[src/rtl/core/mmn_pkg.sv]
`timescale 1ns / 1ps

package mmn_pkg;

	// fixed width of the pixel port
	localparam int unsigned PIXEL_PORT_W   = 31;
	// default for the number of pixel bits in use
	localparam int unsigned PIXEL_BITS_DEF = 31;
	// width of the scaled output
	localparam int unsigned QUO_BITS       = 8;
	localparam logic [QUO_BITS-1:0] OUT_MAX = 8'd255;
	localparam logic [QUO_BITS-1:0] OUT_MIN = 8'd0;

	typedef enum logic [1:0] {
		ST_IDLE,
		ST_SETUP,
		ST_DIV,
		ST_DONE
	} state_t;

	localparam logic CMD_SCAN      = 1'b0;
	localparam logic CMD_NORMALIZE = 1'b1;

endpackage

[src/rtl/core/mmn_range.sv]
`timescale 1ns / 1ps

module mmn_range #(
	parameter int unsigned PIXEL_BITS = mmn_pkg::PIXEL_BITS_DEF
) (
	input  logic                  clk,
	input  logic                  arst_n,
	input  logic                  upd,
	input  logic                  first,
	input  logic [PIXEL_BITS-1:0] pix,
	output logic [PIXEL_BITS-1:0] min_seen,
	output logic [PIXEL_BITS-1:0] max_seen
);

	logic [PIXEL_BITS-1:0] min_q;
	logic [PIXEL_BITS-1:0] max_q;
	logic [PIXEL_BITS-1:0] base_min;
	logic [PIXEL_BITS-1:0] base_max;

	// first item of an image starts from the empty range
	always_comb begin
		base_min = first ? {PIXEL_BITS{1'b1}} : min_q;
		base_max = first ? {PIXEL_BITS{1'b0}} : max_q;
	end

	always_ff @(posedge clk or negedge arst_n) begin
		if (!arst_n) begin
			min_q <= {PIXEL_BITS{1'b1}};
			max_q <= {PIXEL_BITS{1'b0}};
		end else if (upd) begin
			min_q <= (pix < base_min) ? pix : base_min;
			max_q <= (pix > base_max) ? pix : base_max;
		end
	end

	assign min_seen = min_q;
	assign max_seen = max_q;

endmodule

[src/rtl/core/mmn_div.sv]
`timescale 1ns / 1ps

// restoring divider, one quotient bit a cycle; the numerator's upper part
// must be below the divisor so the quotient fits in QUO_BITS
module mmn_div #(
	parameter int unsigned W = mmn_pkg::PIXEL_BITS_DEF
) (
	input  logic                                clk,
	input  logic                                arst_n,
	input  logic                                start,
	input  logic [W+mmn_pkg::QUO_BITS-1:0]      num,
	input  logic [W-1:0]                        den,
	output logic                                done,
	output logic [mmn_pkg::QUO_BITS-1:0]        quotient
);

	localparam int unsigned QB    = mmn_pkg::QUO_BITS;
	localparam int unsigned CNT_W = $clog2(QB);

	logic [W-1:0]     rem_q;
	logic [W-1:0]     den_q;
	logic [QB-1:0]    low_q;
	logic [QB-1:0]    quo_q;
	logic [CNT_W-1:0] cnt_q;
	logic             busy_q;
	logic             done_q;
	logic [W:0]       trial;
	logic [W:0]       diff;
	logic             fits;

	always_comb begin
		trial = {rem_q, low_q[QB-1]};
		diff  = trial - {1'b0, den_q};
		fits  = (trial >= {1'b0, den_q});
	end

	always_ff @(posedge clk or negedge arst_n) begin
		if (!arst_n) begin
			busy_q <= 1'b0;
			done_q <= 1'b0;
			cnt_q  <= '0;
		end else begin
			done_q <= 1'b0;
			if (start) begin
				busy_q <= 1'b1;
				cnt_q  <= CNT_W'(QB - 1);
			end else if (busy_q) begin
				cnt_q <= cnt_q - CNT_W'(1);
				if (cnt_q == '0) begin
					busy_q <= 1'b0;
					done_q <= 1'b1;
				end
			end
		end
	end

	always_ff @(posedge clk) begin
		if (start) begin
			rem_q <= num[W+QB-1:QB];
			low_q <= num[QB-1:0];
			den_q <= den;
			quo_q <= '0;
		end else if (busy_q) begin
			rem_q <= fits ? diff[W-1:0] : trial[W-1:0];
			low_q <= {low_q[QB-2:0], 1'b0};
			quo_q <= {quo_q[QB-2:0], fits};
		end
	end

	assign done     = done_q;
	assign quotient = quo_q;

endmodule

[src/rtl/core/min_max_pixel_normalizer_unit.sv]
`timescale 1ns / 1ps

// min-max normaliser to 8 bits, two passes over an image
// input channel in_valid/in_ready carries cmd, pixel and first_of_image;
// cmd scan folds the pixel into the stored min and max (first_of_image
// restarts the range), cmd normalize yields one item on the output channel
// out_valid/out_ready: normalized = floor((pixel-min)*255/(max-min)),
// with flat_range and clipped flags.
// a scan item is taken while the unit is idle and another can follow at once.
// a normalize item inside the range passes from acceptance to out_valid
// through the setup state for the range checks and the numerator, the div
// state, in which the bit-serial restoring divider runs and its quotient
// is collected, and the done state, which loads the output register.
// in_ready is low over that span and returns with the load, so no new
// item is taken before the last normalize result has been loaded. a flat
// or clipped item skips the divider and goes from setup straight to done.
// the output register holds a result until out_ready; a new item is still
// accepted meanwhile, and a finished normalize waits in its done state if
// the output register is still full.
// reset sets the stored range to empty (min all ones, max zero) and drops
// any pending result; no clearing pass is needed.
module min_max_pixel_normalizer_unit #(
	parameter int unsigned PIXEL_BITS = mmn_pkg::PIXEL_BITS_DEF
) (
	input  logic                              clk,
	input  logic                              arst_n,
	input  logic                              in_valid,
	output logic                              in_ready,
	input  logic                              cmd,
	input  logic [mmn_pkg::PIXEL_PORT_W-1:0]  pixel,
	input  logic                              first_of_image,
	output logic                              out_valid,
	input  logic                              out_ready,
	output logic [mmn_pkg::QUO_BITS-1:0]      normalized,
	output logic                              flat_range,
	output logic                              clipped
);

	localparam int unsigned QB = mmn_pkg::QUO_BITS;

	mmn_pkg::state_t state_q;
	mmn_pkg::state_t state_nxt;

	logic                  in_acc;
	logic                  scan_acc;
	logic                  norm_acc;
	logic [PIXEL_BITS-1:0] pix_in;
	logic [PIXEL_BITS-1:0] pix_q;
	logic [PIXEL_BITS-1:0] min_seen;
	logic [PIXEL_BITS-1:0] max_seen;

	logic                  flat;
	logic                  below;
	logic                  above;
	logic [PIXEL_BITS-1:0] pix_off;
	logic [PIXEL_BITS-1:0] span;
	logic [PIXEL_BITS+QB-1:0] num;

	logic          div_start;
	logic          div_done;
	logic [QB-1:0] div_quo;
	logic          out_load;

	logic [QB-1:0] res_norm_q;
	logic          res_flat_q;
	logic          res_clip_q;
	logic [QB-1:0] out_norm_q;
	logic          out_flat_q;
	logic          out_clip_q;
	logic          out_valid_q;

	assign pix_in   = pixel[PIXEL_BITS-1:0];
	assign in_acc   = in_valid & in_ready;
	assign scan_acc = in_acc & (cmd == mmn_pkg::CMD_SCAN);
	assign norm_acc = in_acc & (cmd == mmn_pkg::CMD_NORMALIZE);

	mmn_range #(
		.PIXEL_BITS(PIXEL_BITS)
	) u_range (
		.clk      (clk),
		.arst_n   (arst_n),
		.upd      (scan_acc),
		.first    (first_of_image),
		.pix      (pix_in),
		.min_seen (min_seen),
		.max_seen (max_seen)
	);

	// range checks and numerator (pix_off*255 as pix_off*256 - pix_off)
	always_comb begin
		flat    = (max_seen <= min_seen);
		below   = (pix_q < min_seen);
		above   = (pix_q > max_seen);
		pix_off = pix_q - min_seen;
		span    = max_seen - min_seen;
		num     = {pix_off, {QB{1'b0}}} - {{QB{1'b0}}, pix_off};
	end

	mmn_div #(
		.W(PIXEL_BITS)
	) u_div (
		.clk      (clk),
		.arst_n   (arst_n),
		.start    (div_start),
		.num      (num),
		.den      (span),
		.done     (div_done),
		.quotient (div_quo)
	);

	always_comb begin
		state_nxt = state_q;
		unique case (state_q)
			mmn_pkg::ST_IDLE: begin
				if (norm_acc) state_nxt = mmn_pkg::ST_SETUP;
			end
			mmn_pkg::ST_SETUP: begin
				state_nxt = (flat | below | above) ? mmn_pkg::ST_DONE : mmn_pkg::ST_DIV;
			end
			mmn_pkg::ST_DIV: begin
				if (div_done) state_nxt = mmn_pkg::ST_DONE;
			end
			mmn_pkg::ST_DONE: begin
				if (!out_valid_q || out_ready) state_nxt = mmn_pkg::ST_IDLE;
			end
			default: state_nxt = mmn_pkg::ST_IDLE;
		endcase
	end

	always_comb begin
		in_ready  = (state_q == mmn_pkg::ST_IDLE);
		div_start = (state_q == mmn_pkg::ST_SETUP) & ~(flat | below | above);
		out_load  = (state_q == mmn_pkg::ST_DONE) & (~out_valid_q | out_ready);
	end

	always_ff @(posedge clk or negedge arst_n) begin
		if (!arst_n) begin
			state_q     <= mmn_pkg::ST_IDLE;
			out_valid_q <= 1'b0;
		end else begin
			state_q <= state_nxt;
			if (out_load) begin
				out_valid_q <= 1'b1;
			end else if (out_ready) begin
				out_valid_q <= 1'b0;
			end
		end
	end

	always_ff @(posedge clk) begin
		if (norm_acc) begin
			pix_q <= pix_in;
		end
		if (state_q == mmn_pkg::ST_SETUP) begin
			res_flat_q <= flat;
			res_clip_q <= below | above;
			if (flat || below) begin
				res_norm_q <= mmn_pkg::OUT_MIN;
			end else begin
				res_norm_q <= mmn_pkg::OUT_MAX;
			end
		end else if (state_q == mmn_pkg::ST_DIV && div_done) begin
			res_norm_q <= div_quo;
		end
		if (out_load) begin
			out_norm_q <= res_norm_q;
			out_flat_q <= res_flat_q;
			out_clip_q <= res_clip_q;
		end
	end

	assign out_valid  = out_valid_q;
	assign normalized = out_norm_q;
	assign flat_range = out_flat_q;
	assign clipped    = out_clip_q;

	// a normalize item blocks the input until its result is loaded
	a_norm_blocks: assert property (@(posedge clk) disable iff (!arst_n)
		norm_acc |=> !in_ready)
		else $error("input taken while a normalize item is in flight");

	a_div_in_div: assert property (@(posedge clk) disable iff (!arst_n)
		div_done |-> (state_q == mmn_pkg::ST_DIV))
		else $error("divider finished outside its state");

	a_flat_zero: assert property (@(posedge clk) disable iff (!arst_n)
		(out_valid && flat_range) |-> (normalized == mmn_pkg::OUT_MIN))
		else $error("flat range item without zero result");

	a_clip_sat: assert property (@(posedge clk) disable iff (!arst_n)
		(out_valid && clipped && !flat_range) |->
		(normalized == mmn_pkg::OUT_MIN || normalized == mmn_pkg::OUT_MAX))
		else $error("clipped item not saturated");

	a_load_free: assert property (@(posedge clk) disable iff (!arst_n)
		(out_valid && !out_ready) |=> $stable(normalized))
		else $error("pending result overwritten");

endmodule

[config.mk]
export PLATFORM = sky130hd
export DESIGN_NAME = min_max_pixel_normalizer_unit
export DESIGN_NICKNAME = d
export VERILOG_FILES = /design/src/rtl/core/mmn_pkg.sv /design/src/rtl/core/mmn_range.sv /design/src/rtl/core/mmn_div.sv /design/src/rtl/core/min_max_pixel_normalizer_unit.sv
export SDC_FILE = /design/constraint.sdc
export NUM_CORES = 1
export LEC_CHECK = 0
export ABC_AREA = 1
export BUFFER_PORTS_ARGS = -buffer_cell sky130_fd_sc_hd__buf_2
export CAP_MARGIN = 20
export CORE_ASPECT_RATIO = 1.4
export CORE_MARGIN = 3
export CORE_UTILIZATION = 40
export DETAILED_ROUTE_END_ITERATION = 10
export GPL_TIMING_DRIVEN = 0
export PLACE_DENSITY = 0.62
export SYNTH_ARGS = -nofsm -noshare
export SYNTH_HDL_FRONTEND = slang
export SYNTH_SLANG_ARGS = --single-unit
[constraint.sdc]
create_clock -name clk -period 4.75 [get_ports clk]
set_input_delay 0.475 -clock clk [delete_from_list [all_inputs] [get_ports clk]]
set_output_delay 0.475 -clock clk [all_outputs]
set_load 0.01 [all_outputs]
==> results.py, run 1 <==
metrics = {
    "placed_design": {
        "hpwlAfterDp_um": 46770,
        "pre_cts_ws_ps": -107.9,
        "gp_congestion": 0.9344,
        "post_dp_cell_area_sq_um": 18990,
        "port_buffers": 47,
        "dp_cells": 3083,
    },
    "cts": {
        "clk_path_buf_depth": 2,
        "insertion_delay_ps": 480,
        "cts_buffers": 17,
        "htreeDepth": 4,
        "clkSinkCount": 199,
        "clk_pin_slew_ps": 100,
        "cts_tree": "built",
        "root_buffer": "clkbuf_16",
    },
    "routing": {
        "wl_met2_um": 29420,
        "via_per_inst": 5.355,
        "firstDrtPassIters": 5,
        "first_iter_violations": 961,
        "totalWireLength_um": 55530,
        "vias": 16700,
        "ant_nets": 0,
        "met3WireLength_um": 1376,
        "drt-met1-wl_um": 21410,
        "wl_per_cell_um": 17.80,
        "drc": 0,
        "dr.max_layer_used": "met4",
    },
    "grt": {
        "grt_max_degree": 64,
        "grtUsageTotal": 0.2338,
        "grt_pass1_wl_um": 87230,
        "grt_pass1_vias": 16920,
        "antenna_found_initial": 1,
        "grt_overflow": 0,
    },
    "timing": {
        "setup_slack_ps": 177.9,
        "relSlewSlack": 0.3264,
        "finalHoldViolCount": 0,
        "worstMarginPinSlew_ps": 1005,
        "clock_skew_ps": 26.83,
        "rsz0062_at_grt": "false",
        "finalSetupViolations": 0,
        "fin_crit_ps": 4572,
        "fmax_mhz": 218.7,
        "tns_ps": 0,
        "slew_viol_final": 0,
        "hold-worst-slack_ps": 247.2,
        "fin_crit_sh": 0.9626,
    },
    "pwr": {
        "power_per_cell_area_nw_per_um2": 236.0,
        "pwr-share-seq": 0.409,
        "p_clk_frac": 0.337,
        "switching_share": 0.3558,
        "vdd.ir_drop.worst_mv": 0.1900,
        "p_sw_mw": 1.655,
        "p_int_mw": 2.996,
        "combinationalPowerShare": 0.254,
        "leakage_nw": 9.797,
        "finalPower_mw": 4.651,
    },
    "yosys": {
        "synth.most_common_cell": "nand2_1",
        "synth_mux_area_frac": 0,
        "synth-simple-area-share": 0.2464,
        "synth_top_area_share": 0.2017,
        "synth_compound_area_frac": 0.1623,
        "synth_ff_type": "edfxtp_1",
        "netlist_top_cells_count": "nand2_1, inv_1, a21oi_1",
        "synth_top_family_by_area": "simple AND/OR/NAND/NOR gates",
        "avgSynthCellArea_sq_um": 7.274,
        "synthAdderAreaFrac": 0.1519,
        "ys_top_cells_by_area": "edfxtp_1, ha_1, nand2_1, inv_1, a21oi_1",
        "synth.largest_area_cell": "edfxtp_1",
        "yosys_warnings": 0,
        "ys_ff_latch": 199,
        "yosysSeqAreaShare": 0.3099,
        "synthArstFlopShare": 0.3518,
        "syn_area_sq_um": 18020,
        "syn_nets": 2731,
        "synthXorXnorAreaFrac": 0.04180,
        "synth_edf_count": 121,
        "synthCells": 2477,
        "synth_cell_types": 59,
    },
    "worst_setup_path": {
        "required_ps": 4980,
        "worst_setup_path_end_kind": "register",
        "start_kind": "register",
        "cp_max_fo": 7,
        "arrival_ps": 4800,
        "crit_type": "reg2reg",
    },
    "run": {
        "max_cap_viol_count": 0,
    },
    "finish": {
        "final_cells": 3119,
        "multiInputGateArea_sq_um": 10930,
        "syn_to_final_growth_pct": 9.388,
        "fin_util": 0.4450,
        "seq_area_sq_um": 5584,
        "nets": 2801,
        "drive_gt1_frac": 0.08203,
        "design_area_sq_um": 19710,
        "fillers": 4452,
    },
    "floorplan": {
        "io_pins": 49,
        "core_area_sq_um": 44290,
        "die_h_um": 257.1,
        "die_x_um": 185.4,
        "start_util": 0.4068,
        "num_rows": 91,
        "dieArea_sq_um": 47660,
    },
    "status": {
        "outcome": "finished, final reports clean",
    },
    "min_path": {
        "min_path_type": "in2reg",
    },
}
-- state kept, by name, summed over array words and instances, names as in the netlist --
signal	cells
res_clip_q	1
clipped	1
u_div.busy_q	1
u_range.min_seen	31
u_div.rem_q	31
u_div.cnt_q	3
normalized	8
u_div.quotient	8
pix_q	31
res_norm_q	8
state_q	2
u_div.den_q	31
u_div.low_q	8
out_valid	1
u_range.max_seen	31
res_flat_q	1
flat_range	1
u_div.done	1
-- worst paths after layout --
path	from	end	slack [ps]	cells past startpoint
max	u_range.min_seen[0]$_DFFE_PN1P_	u_div.rem_q[27]$_DFFE_PP_	180	27
max reg2reg	u_range.min_seen[0]$_DFFE_PN1P_	u_div.rem_q[27]$_DFFE_PP_	180	27
min	pixel[2]	pix_q[2]$_DFFE_PP_	250	1
max in group asynchronous	arst_n	u_range.min_seen[7]$_DFFE_PN1P_	3730	3
min reg2reg	res_norm_q[6]$_DFFE_PP_	normalized[6]$_DFFE_PP_	420	0
min in group asynchronous	arst_n	u_range.max_seen[28]$_DFFE_PN0P_	390	2
-- cells in the final DEF (no fill, tap or decap), types with 5 or more instances in the layout --
| cell type | instances |
|---|---|
| nand4_1 | 44 |
| o21ai_1 | 32 |
| nand3_1 | 98 |
| nand3b_1 | 8 |
| o21a_1 | 7 |
| xnor2_1 | 32 |
| ha_1 | 212 |
| o21ai_0 | 162 |
| dfstp_2 | 31 |
| a21o_1 | 14 |
| buf_2 | 48 |
| clkbuf_16 | 17 |
| o211ai_1 | 11 |
| nand3_2 | 6 |
| a21oi_1 | 219 |
| nor4_1 | 8 |
| dfxtp_1 | 8 |
| clkbuf_1 | 35 |
| edfxtp_1 | 121 |
| dfrtp_1 | 39 |
| a21boi_0 | 7 |
| nor2_2 | 13 |
| a31oi_1 | 15 |
| or2_2 | 8 |
| xor2_1 | 51 |
| buf_4 | 7 |
| nand2_2 | 27 |
| inv_1 | 353 |
| buf_6 | 5 |
| nor3_1 | 24 |
| nand2_1 | 631 |
| a211oi_1 | 16 |
| o21ai_2 | 5 |
| nor2_1 | 167 |
-- critical path, cell delays in order, from the launching register on --
cell     delay, ps
dfstp_2        610
ha_1           160
inv_1           80
fa_2           360
nand3_1        120
nand2_1        140
nand2_2        110
nand2_2        110
nand2_1        110
nand2_1        100
a31o_2         250
xor2_4         210
inv_1          110
ha_4           270
nand2_1         60
inv_1           90
a21oi_1        280
o21ai_0        150
a21oi_1        170
nand2_2        110
nand3_1        100
nand2_1         90
nand2_1         70
nand2_1         80
nand2_1        140
nand3_1         80
nand3_1        100
nand2_1         60
-- power groups by stage --
| stage | logic (mW) | clock network (mW) | registers [mW] |
|---|---|---|---|
| floorplan | 0.814 | 0 | 1.93 |
| global placement | 1.13 | 0 | 1.94 |
| detailed placement | 1.15 | 0 | 1.94 |
| CTS | 1.16 | 1.59 | 1.90 |
| global route | 1.32 | 1.66 | 1.91 |
| finish | 1.18 | 1.57 | 1.90 |
-- layer usage --
| layer | vias up | GRT usage |
|---|---|---|
| li1 | 8447 | - |
| met2 | 357 | 0.4428 |
| met3 | 128 | 0.02291 |
| met1 | 7770 | 0.2491 |
| met5 | - | 0 |
| met4 | 0 | 0.1289 |
-- logic make-up (layout without fill, tap and decap cells) --
family,after synthesis,in the layout
simple gates,1045,1045
compound gates,524,524
buf+inv,406,489
fa+ha+maj,217,217
flops,199,199
xor+xnor,86,86
other cells,0,1
-- what timing repair did --
| action | 4_1_cts | 5_1_grt |
|---|---|---|
| cloned | 0 | 0 |
| endpoints found under the hold margin | 3 | 0 |
| pin swaps | 0 | 0 |
| buffers inserted | 0 | 1 |
| hold buffers | 1 | 0 |
| endpoints found under the setup margin | 1 | 9 |
| gates resized for setup | 1 | 11 |
-- cell type report --
type / count / area share
buffer: 50 / 0.01232
clock inverter: 15 / 0.01022
antenna: 1 / 0.0001270
clock buffer: 17 / 0.02158
tap: 558 / 0.03542
multi-input combinational: 1872 / 0.5545
inverter: 356 / 0.06780
sequential: 199 / 0.2833
timing repair buffer: 51 / 0.01473
Power figures use the tool's default switching activity.
==> run 2: changes to the inputs <==
--- a/config.mk
+++ b/config.mk
@@ -14,5 +14,4 @@
 export DETAILED_ROUTE_END_ITERATION = 10
 export GPL_TIMING_DRIVEN = 0
-export PLACE_DENSITY = 0.62
 export SYNTH_ARGS = -nofsm -noshare
 export SYNTH_HDL_FRONTEND = slang
==> constraint.sdc (replaced) <==
create_clock -name clk -period 4.75 [get_ports clk]
set_input_delay 0.2375 -clock clk [delete_from_list [all_inputs] [get_ports clk]]
set_output_delay 0.2375 -clock clk [all_outputs]
set_load 0.01 [all_outputs]
==> results.py, run 2 (same netlist as run 1, synthesis figures left out) <==
metrics = {
    "floorplan": {
        "core_area_sq_um": 44290,
        "die_h_um": 257.1,
        "die_x_um": 185.4,
        "start_util": 0.4068,
        "num_rows": 91,
        "io_pins": 49,
        "dieArea_sq_um": 47660,
    },
    "finish": {
        "final_cell_mix": "nand2_1, inv_1, a21oi_1",
        "nets": 2804,
        "final_common_cell": "nand2_1",
        "fin_util": 0.4469,
        "antenna_cells_inserted": 0,
        "syn_to_final_growth_pct": 9.860,
        "drive_gt1_frac": 0.08428,
    },
    "run": {
        "max_cap_viol_count": 0,
    },
    "cts": {
        "clk_path_buf_depth": 2,
        "root_buffer": "clkbuf_16",
        "htreeDepth": 4,
        "insertion_delay_ps": 480,
        "cts_tree": "built",
        "cts_buffers": 17,
        "clk_pin_slew_ps": 90,
        "clkSinkCount": 199,
    },
    "worst_setup_path": {
        "crit_type": "reg2reg",
        "worst_setup_path_end_kind": "register",
        "cp_max_fo": 7,
        "ff2ff_path_depth": 28,
        "cpPeakStageDelay_ps": 610,
        "crit_path_frequent_cell": "nand2_1",
        "required_ps": 4990,
        "arrival_ps": 4750,
        "start_kind": "register",
        "crit_path_top_delay_cell": "dfstp_2",
    },
    "grt": {
        "grt_overflow": 0,
        "grt_pass1_wl_um": 85460,
        "antenna_found_initial": 0,
        "grt_pass1_vias": 16790,
        "grtUsageTotal": 0.2280,
        "grt_max_degree": 65,
    },
    "pwr": {
        "leakage_nw": 9.820,
        "vdd.ir_drop.worst_mv": 0.2345,
        "power_per_cell_area_nw_per_um2": 236.0,
    },
    "placed_design": {
        "hpwlAfterDp_um": 45660,
        "gp_congestion": 0.9211,
        "port_buffers": 47,
    },
    "timing": {
        "finalHoldViolCount": 0,
        "fmax_mhz": 221.9,
        "rsz0062_at_grt": "false",
        "slew_viol_final": 0,
        "finalSetupViolations": 0,
        "fin_crit_ps": 4507,
        "hold-worst-slack_ps": 18.51,
        "fin_crit_sh": 0.9489,
        "clock_skew_ps": 17.15,
        "relSlewSlack": 0.3286,
        "worstMarginPinSlew_ps": 1007,
    },
    "min_path": {
        "hold_path_depth": 1,
        "min_path_type": "in2reg",
    },
    "routing": {
        "vias": 16630,
        "firstDrtPassIters": 5,
        "first_iter_violations": 722,
        "wl_per_cell_um": 17.37,
        "via_per_inst": 5.329,
        "ant_nets": 0,
        "drc": 0,
        "totalWireLength_um": 54220,
    },
    "status": {
        "outcome": "finished, final reports clean",
    },
}
## run 2: cell count changes in the layout (fill, tap and decap cells not counted), sizes merged
| cell | change |
|---|---|
| inv | -3 |
| clkinv | +3 |
| diode | -1 |
| dlygate4sd3 | +3 |
## run 2: worst max-delay path, delay by kind of cell (launching register included)
kind                       cells  cell delay (ps)
adders and majority gates      3              970
DFF                            1              610
AOI/OAI and AO/OA              1              240
and+or+nand+nor               20             2010
xor gates and xnor gates       1              190
buffers and inverters          3              250
## run 2: stage by stage
stage                     total power [mW]  cells  worst slack [ps]  setup TNS, ps  instance area [sq um]
after CTS                            4.675   3121             26.84              0                  19730
after global placement               3.073   3082            -85.02         -85.02                  18950
after global routing                 4.909   3121             2.672              0                  19800
after detailed placement             3.091   3084            -131.3         -131.3                  19020
final                                4.671   3121             243.0              0                  19800
after floorplan                      2.742   2477              1036              0                  18020
## run 2: area by class of cell
class	instances	area, sq um
Multi-Input combinational cell	1872	10940
Buffer	50	242.7
Tap cell	558	698.2
Clock buffer	17	425.4
Sequential cell	199	5584
Timing Repair Buffer	54	340.3
Inverter	356	1336
Fill cell	4500	24500
Clock inverter	15	227.7
## run 2: power breakdown
part | internal (mW) | switching [mW] | total [mW]
Combinational | 0.387 | 0.797 | 1.18
Clock | 0.745 | 0.839 | 1.58
Sequential | 1.87 | 0.0287 | 1.90
## run 2: path summary, 6_finish.rpt
kind / startpoint / to / slack (ps)
setup / recovery: u_range.min_seen[0]$_DFFE_PN1P_ / u_div.rem_q[27]$_DFFE_PP_ / 240
min in group asynchronous: arst_n / u_range.max_seen[2]$_DFFE_PN0P_ / 120
hold reg to reg: res_clip_q$_DFFE_PP_ / clipped$_DFFE_PP_ / 430
hold / removal: pixel[8] / pix_q[8]$_DFFE_PP_ / 20
max in group asynchronous: arst_n / u_range.min_seen[26]$_DFFE_PN1P_ / 4030
setup reg to reg: u_range.min_seen[0]$_DFFE_PN1P_ / u_div.rem_q[27]$_DFFE_PP_ / 240
## run 2: layer usage
metal | up-vias | global-route usage | wire length (um)
met1 | 7732 | 0.2463 | 21290
met4 | 0 | 0.1087 | 2644
met5 | - | 0 | 0
met3 | 120 | 0.01980 | 1274
li1 | 8459 | - | -
met2 | 320 | 0.4381 | 29010
## run 2: what timing repair did
item	CTS	global route
hold endpoints to repair	46	0
setup endpoints to repair	1	9
buffers inserted	1	0
hold buffers	4	0
resized for setup	1	17
